$ cat src/hw/rtl/quadratic_probe_hash_table_assert.svh
// assertion macros for the quadratic probe hash table
`ifndef QUADRATIC_PROBE_HASH_TABLE_ASSERT_SVH
`define QUADRATIC_PROBE_HASH_TABLE_ASSERT_SVH

// property checked on every clock edge outside reset
`define QPHT_ASSERT(lbl, prop, msg) \
  lbl: assert property (@(posedge clk_i) disable iff (!rst_ni) (prop)) else $error(msg);

// condition in one cycle implies a condition in the next
`define QPHT_ASSERT_NEXT(lbl, pre, post, msg) \
  lbl: assert property (@(posedge clk_i) disable iff (!rst_ni) (pre) |=> (post)) else $error(msg);

`endif

$ cat src/hw/rtl/qpht_pkg.sv
// shared constants for the quadratic probe hash table
`default_nettype none

package qpht_pkg;

  localparam int unsigned CapacityDefault = 1024;
  localparam int unsigned KeyWidthDefault = 32;

  // fixed field widths
  localparam int unsigned KeyInW   = 32;
  localparam int unsigned CmdW     = 1;
  localparam int unsigned CfgW     = 11;
  localparam int unsigned SlotW    = 10;
  localparam int unsigned OutDataW = 16;

  localparam int unsigned MinTableSize   = 5;
  localparam int unsigned TableSizeReset = 1021;

  // remainder unit retires this many dividend bits per cycle
  localparam int unsigned ModBitsPerCycle = 4;

  localparam logic [CmdW-1:0] CmdFind   = 1'b0;
  localparam logic [CmdW-1:0] CmdInsert = 1'b1;

endpackage

`default_nettype wire

$ cat src/hw/rtl/qpht_mod.sv
// multi-cycle remainder unit: dividend mod divisor, a few bits per cycle
`default_nettype none

module qpht_mod
  import qpht_pkg::*;
#(
  parameter int unsigned SizeW = 11
) (
  input  wire logic              clk_i,
  input  wire logic              rst_ni,
  input  wire logic              start_i,
  input  wire logic [KeyInW-1:0] dividend_i,
  input  wire logic [SizeW-1:0]  divisor_i,
  output logic                   done_o,
  output logic [SizeW-1:0]       rem_o
);

  localparam int unsigned Steps = KeyInW / ModBitsPerCycle;
  localparam int unsigned CntW  = $clog2(Steps + 1);

  logic              busy_q, busy_d;
  logic              done_q, done_d;
  logic [CntW-1:0]   cnt_q, cnt_d;
  logic [KeyInW-1:0] dq_q, dq_d;
  logic [SizeW-1:0]  dv_q, dv_d;
  logic [SizeW-1:0]  rem_q, rem_d;
  logic [SizeW-1:0]  rem_step;

  // restoring remainder, one compare and subtract per dividend bit
  always_comb begin
    logic [SizeW:0] t;
    rem_step = rem_q;
    for (int j = 0; j < ModBitsPerCycle; j++) begin
      t = {rem_step, dq_q[KeyInW-1-j]};
      if (t >= {1'b0, dv_q}) begin
        t = t - {1'b0, dv_q};
      end
      rem_step = t[SizeW-1:0];
    end
  end

  always_comb begin
    busy_d = busy_q;
    done_d = 1'b0;
    cnt_d  = cnt_q;
    dq_d   = dq_q;
    dv_d   = dv_q;
    rem_d  = rem_q;
    if (start_i) begin
      busy_d = 1'b1;
      cnt_d  = CntW'(Steps);
      dq_d   = dividend_i;
      dv_d   = divisor_i;
      rem_d  = '0;
    end else if (busy_q) begin
      rem_d = rem_step;
      dq_d  = dq_q << ModBitsPerCycle;
      cnt_d = cnt_q - CntW'(1);
      if (cnt_q == CntW'(1)) begin
        busy_d = 1'b0;
        done_d = 1'b1;
      end
    end
  end

  always_ff @(posedge clk_i or negedge rst_ni) begin
    if (!rst_ni) begin
      busy_q <= 1'b0;
      done_q <= 1'b0;
      cnt_q  <= '0;
    end else begin
      busy_q <= busy_d;
      done_q <= done_d;
      cnt_q  <= cnt_d;
    end
  end

  always_ff @(posedge clk_i) begin
    dq_q  <= dq_d;
    dv_q  <= dv_d;
    rem_q <= rem_d;
  end

  assign done_o = done_q;
  assign rem_o  = rem_q;

endmodule

`default_nettype wire

$ cat config.mk
export PLATFORM = sky130hd
export DESIGN_NAME = qpht_mod
export DESIGN_NICKNAME = d
export VERILOG_FILES = /design/src/hw/rtl/quadratic_probe_hash_table_assert.svh /design/src/hw/rtl/qpht_pkg.sv /design/src/hw/rtl/qpht_mod.sv
export SDC_FILE = /design/constraint.sdc
export NUM_CORES = 1
export LEC_CHECK = 0
export ABC_AREA = 1
export BUFFER_PORTS_ARGS = -buffer_cell sky130_fd_sc_hd__buf_4
export CORE_ASPECT_RATIO = 1.25
export CORE_MARGIN = 4
export CORE_UTILIZATION = 54
export CTS_CLUSTER_DIAMETER = 200
export DETAILED_ROUTE_END_ITERATION = 16
export PLACE_DENSITY = 0.77
export SKIP_CTS_REPAIR_TIMING = 1
export SLEW_MARGIN = 20
export SYNTH_ARGS = -nofsm -noshare
export SYNTH_HDL_FRONTEND = slang
export SYNTH_SLANG_ARGS = --single-unit
export TNS_END_PERCENT = 50
$ cat constraint.sdc
create_clock -name clk_i -period 5.95 [get_ports clk_i]
set_clock_uncertainty 0.1 [all_clocks]
set_input_delay 1.19 -clock clk_i [delete_from_list [all_inputs] [get_ports clk_i]]
set_output_delay 1.19 -clock clk_i [all_outputs]
set_load 0.01 [all_outputs]
Yosys cells after proc, flatten, opt, wreduce, memory -nomap -nowiden. Cells that the tools add are included.

Input port bits: 46. Output and inout port bits: 12. Word-level logic and storage cells: 31. Register bits: 60.

Reductions and logical operators: 1. $lt $le $gt $ge: 4. Equality and inequality tests: 1. Add/sub/neg operators: 5. Muxes and demuxes: 14.

Operators by type and width (count): 32-bit 2-to-1 mux (2); 12-bit by 11-bit >= comparator with 1-bit output (4); 11-bit 2-to-1 mux (4); 11-bit subtractor (4); 4-bit 2-to-1 mux (2); 1-bit 2-to-1 mux (6); 4-bit by 1-bit == test with 1-bit output, second input constant (1); 4-bit by 1-bit subtractor with 4-bit output, second input constant (1); 2-bit nonzero test (1).

Logic depth before layout (Yosys ltp).
Word-level depth: 8. Gate-level depth with buffers: 48.

Worst setup path before layout. No wires, ideal clock.

Path type: flip-flop to flip-flop. From: register dv_q[0]. To: register rem_q[4] (netlist: rem_o[4]). Data arrival time: 6.191 ns. Buffers on the path: 3. Path slack: -0.455 ns. Stages on the path, launching flop included: 43. Path through: edfxtp_1 > ha_1 > fa_1 > inv_1 > nand2_1 > nand3_1 > nand3_1 > buf_2 > nand4_1 > nand2_1 > ha_1 > nand2_1 > nor4_1 > nand2_1 > nand2_1 > inv_1 > nand3_4 > buf_2 > (+7 left out) > nand3_1 > a21oi_1 > a21boi_4 > nand3_1 > nand2_1 > inv_1 > ha_1 > nand2_1 > o21ai_0 > a21oi_1 > o21ai_0 > nand2_1 > and3_1 > nand3_2 > buf_6 > nand2_2 > nand3_1 > nand2_1.

Word-level cells in the longest chain between the ends: 8. Elaborated cells on any way between the ends: 12. Classes of those cells: add/sub: 4; order compare: 4; mux: 4.

RTL lines: from (decl) (line qpht_mod.sv:25) `logic [SizeW-1:0] dv_q, dv_d;`; from (signal assigned) (line qpht_mod.sv:80) `dv_q <= dv_d;`; 11-bit subtractor or 12-bit by 11-bit >= comparator with 1-bit output (tied branches) (line qpht_mod.sv:36, qpht_mod.sv:35); 11-bit 2-to-1 mux (line qpht_mod.sv:35) `if (t >= {1'b0, dv_q}) begin`; 11-bit subtractor or 12-bit by 11-bit >= comparator with 1-bit output (tied branches) (line qpht_mod.sv:36, qpht_mod.sv:35); 11-bit 2-to-1 mux (line qpht_mod.sv:35); 11-bit subtractor or 12-bit by 11-bit >= comparator with 1-bit output (tied branches) (line qpht_mod.sv:36, qpht_mod.sv:35); 11-bit 2-to-1 mux (line qpht_mod.sv:35); 11-bit subtractor or 12-bit by 11-bit >= comparator with 1-bit output (tied branches) (line qpht_mod.sv:36, qpht_mod.sv:35); 11-bit 2-to-1 mux (*) (line qpht_mod.sv:35); to (signal assigned) (line qpht_mod.sv:81) `rem_q <= rem_d;`; to (decl) (line qpht_mod.sv:26) `logic [SizeW-1:0] rem_q, rem_d;`.

Mark *: on every way between the ends. The rest lies on a longest branch, timed or not. A chain may end at the register's enable or synchronous reset.

Worst setup path after layout.
From: register dv_q[0]. To: register rem_q[1] (netlist: rem_o[1]).

Word-level cells in the longest chain between the ends: 8. Elaborated cells on any way between the ends: 12. Classes of those cells: add/sub: 4; order compare: 4; mux: 4.

RTL lines (line): 11-bit subtractor or 12-bit by 11-bit >= comparator with 1-bit output (tied branches) (qpht_mod.sv:36, qpht_mod.sv:35); 11-bit 2-to-1 mux (qpht_mod.sv:35); 11-bit subtractor or 12-bit by 11-bit >= comparator with 1-bit output (tied branches) (qpht_mod.sv:36, qpht_mod.sv:35); 11-bit 2-to-1 mux (qpht_mod.sv:35); 12-bit by 11-bit >= comparator with 1-bit output or 11-bit subtractor (tied branches) (qpht_mod.sv:35, qpht_mod.sv:36); 11-bit 2-to-1 mux (qpht_mod.sv:35); 11-bit subtractor or 12-bit by 11-bit >= comparator with 1-bit output (tied branches) (qpht_mod.sv:36, qpht_mod.sv:35); 11-bit 2-to-1 mux (*) (qpht_mod.sv:35).

Marks and branches as above.

==> summary.md <==
| Metric | Value |
|---|---|
| Status | complete, but fails checks |
| Failing checks | setup timing |
| Hold Slack | 0.4119 ns |
| First drt pass iteration count | 6 |
| Final Cycle Share | 112.3% |
| CP Class | reg -> reg |
| Clk root buf | clkbuf_16 |
| Number of buffers and inverters on the critical path | 5 |
| Slew HR | 38.78% |
| First DRT Iteration DRCs | 646 |
| Largest stage delay on the critical path | 0.43 ns |
| Max Clk Rate | 0.1497 GHz |
| Top cells by count, synth | 258 x nand2_1, 109 x inv_1, 61 x nand3_1 |
| Flop and latch count out of synthesis | 60 |
| Die Wd | 96.47 µm |
| Routed len/inst | 19.57 µm |
| Most common cell in the synthesized netlist | nand2_1 |
| # diodes | 0 |
| Post-synth EDFFs | 43 |
| Delay-heaviest family, CP | simple AND/OR/NAND/NOR gates |
| TritonCTS buffer count | 9 |
| DR vias | 6427 |
| Clock slew at reported path FFs | 0.06 ns |
| Post-Synth Simple-Gate Area | 34.58% |
| Layout Nets | 1076 |
| Sequential fraction of the synthesis area | 31.45% |
| Top-area cell type share of the netlist area | 24.44% |
| Worst Hold Class | reg -> reg |
| Critical path required time | 6.13 ns |
| # Max-Cap Violations | 0 |
| Setup violations, final | 11 |
| GRT Util Overall | 31.00% |
| Largest net degree at the start of global routing | 49 |
| CP max-delay cell | edfxtp_1 |
| Clock buffer depth | 2 |
| CTS sink count | 60 |
| Worst-Margin Slew | 0.9149 ns |
| Endpoint class of the critical path | register |
| Number of global-route vias before repair | 5794 |
| Area growth syn-to-layout | 57.39% |
| Yosys warns | 0 |
| RePlAce Congestion | 1.035 |
| H-tree Lvls | 3 |
| Critical path's most frequent cell | nand2_1 |
| Hpwl dp | 13970 µm |
| Die H | 118.6 µm |
| Die Area | 11440 µm² |
| Rows | 40 |
| Routed wire length | 21740 µm |
| Dominant cell type by area after synthesis | edfxtp_1 |
| TNS Setup | -7.436 ns |
| Worst skew pair latency | 0.34 ns |
| Grt ovf | 0 |
| Asr flop ratio synth | 10.00% |
| Final Hold Viols | 0 |
| Fin. max-slew vios | 0 |
| DRC | 0 |
| Top cells by area, synth | edfxtp_1 24%, nand2_1 18%, ha_1 11% |
| Post-synthesis mux area share | 0% |
| Via-to-Cell Ratio | 5.785 |
| First-pass GRT wire length | 27190 µm |
| Synth Area in XOR/XNOR | 4.974% |
| CP Data Arrival Time | 6.86 ns |
| Fraction of layout cells with a size suffix above 1 | 43.45% |
| Worst setup SP type | register |
| Final WS setup | -0.7301 ns |
| Area share of fa/ha/maj cells after synthesis | 12.41% |
| Mapped Cells | 746 |
| Tmin final | 6.680 ns |
| Initial core utilization | 54.97% |
| Syn avg cell area | 7.081 µm² |
| Fillcell total | 517 |
| Mapped Nets | 842 |
| Core Box Area | 9609 µm² |
| CP max FO | 6 |
| # IOs | 58 |
| CTS tree | done |
| Post-route ant nets | 0 |
| Library cells used by synthesis | 39 |
| Post-synthesis instance area | 5283 µm² |
| Initial antenna violation count | 0 |
| Main combinational cell family by area after synthesis | simple AND/OR/NAND/NOR gates |
| RSZ-0062 raised after global routing | yes |
| IO buf count | 57 |
| Synth Area in Compound Gates | 7.035% |
| Synth Flop Type | edfxtp_1 |
cell type report:
class | instances | area (µm²) | share of cell area [%]
Tap cell | 126 | 157.7 | 1.896
Inverter | 110 | 417.9 | 5.026
Sequential cell | 60 | 1662 | 19.98
Timing Repair Buffer | 236 | 1790 | 21.54
Multi-Input combinational cell | 563 | 3963 | 47.66
Clock inverter | 7 | 98.84 | 1.189
Clock buffer | 9 | 225.2 | 2.709
routing by layer:
metal  track usage (%)  routed length [µm]
met1             35.16                7470
met2             54.15               10630
met3             5.029                1716
met4             16.32                1919
met5                 0                   0
sequential cells by signal, summed over array words and instances, names as in the netlist:
register,flops
done_o,1
dq_q,32
dv_q,11
busy_q,1
cnt_q,4
rem_o,11
through the flow:
step                      setup slack [ns]  instance area (µm²)  instances  utilization [%]
after CTS                          -0.6945                 7397       1081            76.98
after floorplan                    0.01206                 5434        746                -
final                              -0.7301                 8314       1111            86.52
after detailed placement           -0.6387                 7073       1065            73.61
after global routing               -0.9805                 8314       1111            86.52
after global placement             -0.3179                 7073       1065            73.61
placed cells by master (no fill, tap or decap), drive strengths merged, types with 6 or more instances in the layout:
master,instances
nand2,272
buf,236
inv,112
nand3,73
ha,46
edfxtp,43
nor2,42
a21oi,31
o21ai,20
nand4,19
xor2,18
xnor2,12
dfxtp,11
clkbuf,9
dfrtp,6
path summary, 6_finish.rpt:
kind / endpoint / cells past startpoint / start / slack, ns
max: rem_o[1] / 40 / dv_q[0] / -0.73
min in group asynchronous: done_o / 1 / rst_ni / 0.54
max in group asynchronous: busy_q / 1 / rst_ni / 5.09
min: dq_q[22] / 2 / dq_q[18] / 0.41
min reg2reg: dq_q[22] / 2 / dq_q[18] / 0.41
max reg2reg: rem_o[1] / 40 / dv_q[0] / -0.73
kinds of logic (layout without fill, tap and decap cells):
kind of cell             Yosys count  count (layout)
AO/OA/AOI/OAI                     65              65
XOR/XNOR                          30              30
adder cells (fa/ha/maj)           50              50
buffers and inverters            128             362
flip-flops                        60              60
AND/OR/NAND/NOR                  413             418
worst register-to-register path: cells and delay by family, from the launching register on:
family | cells | cell delay (ns)
xor+xnor | 1 | 0.20
buf+inv | 5 | 0.34
simple gates | 26 | 3.48
fa+ha+maj | 5 | 1.40
flops | 1 | 0.43
compound gates | 3 | 0.63
Power is not shown: default switching activity piles up to over one toggle a cycle in this logic, so the estimate is an artifact.
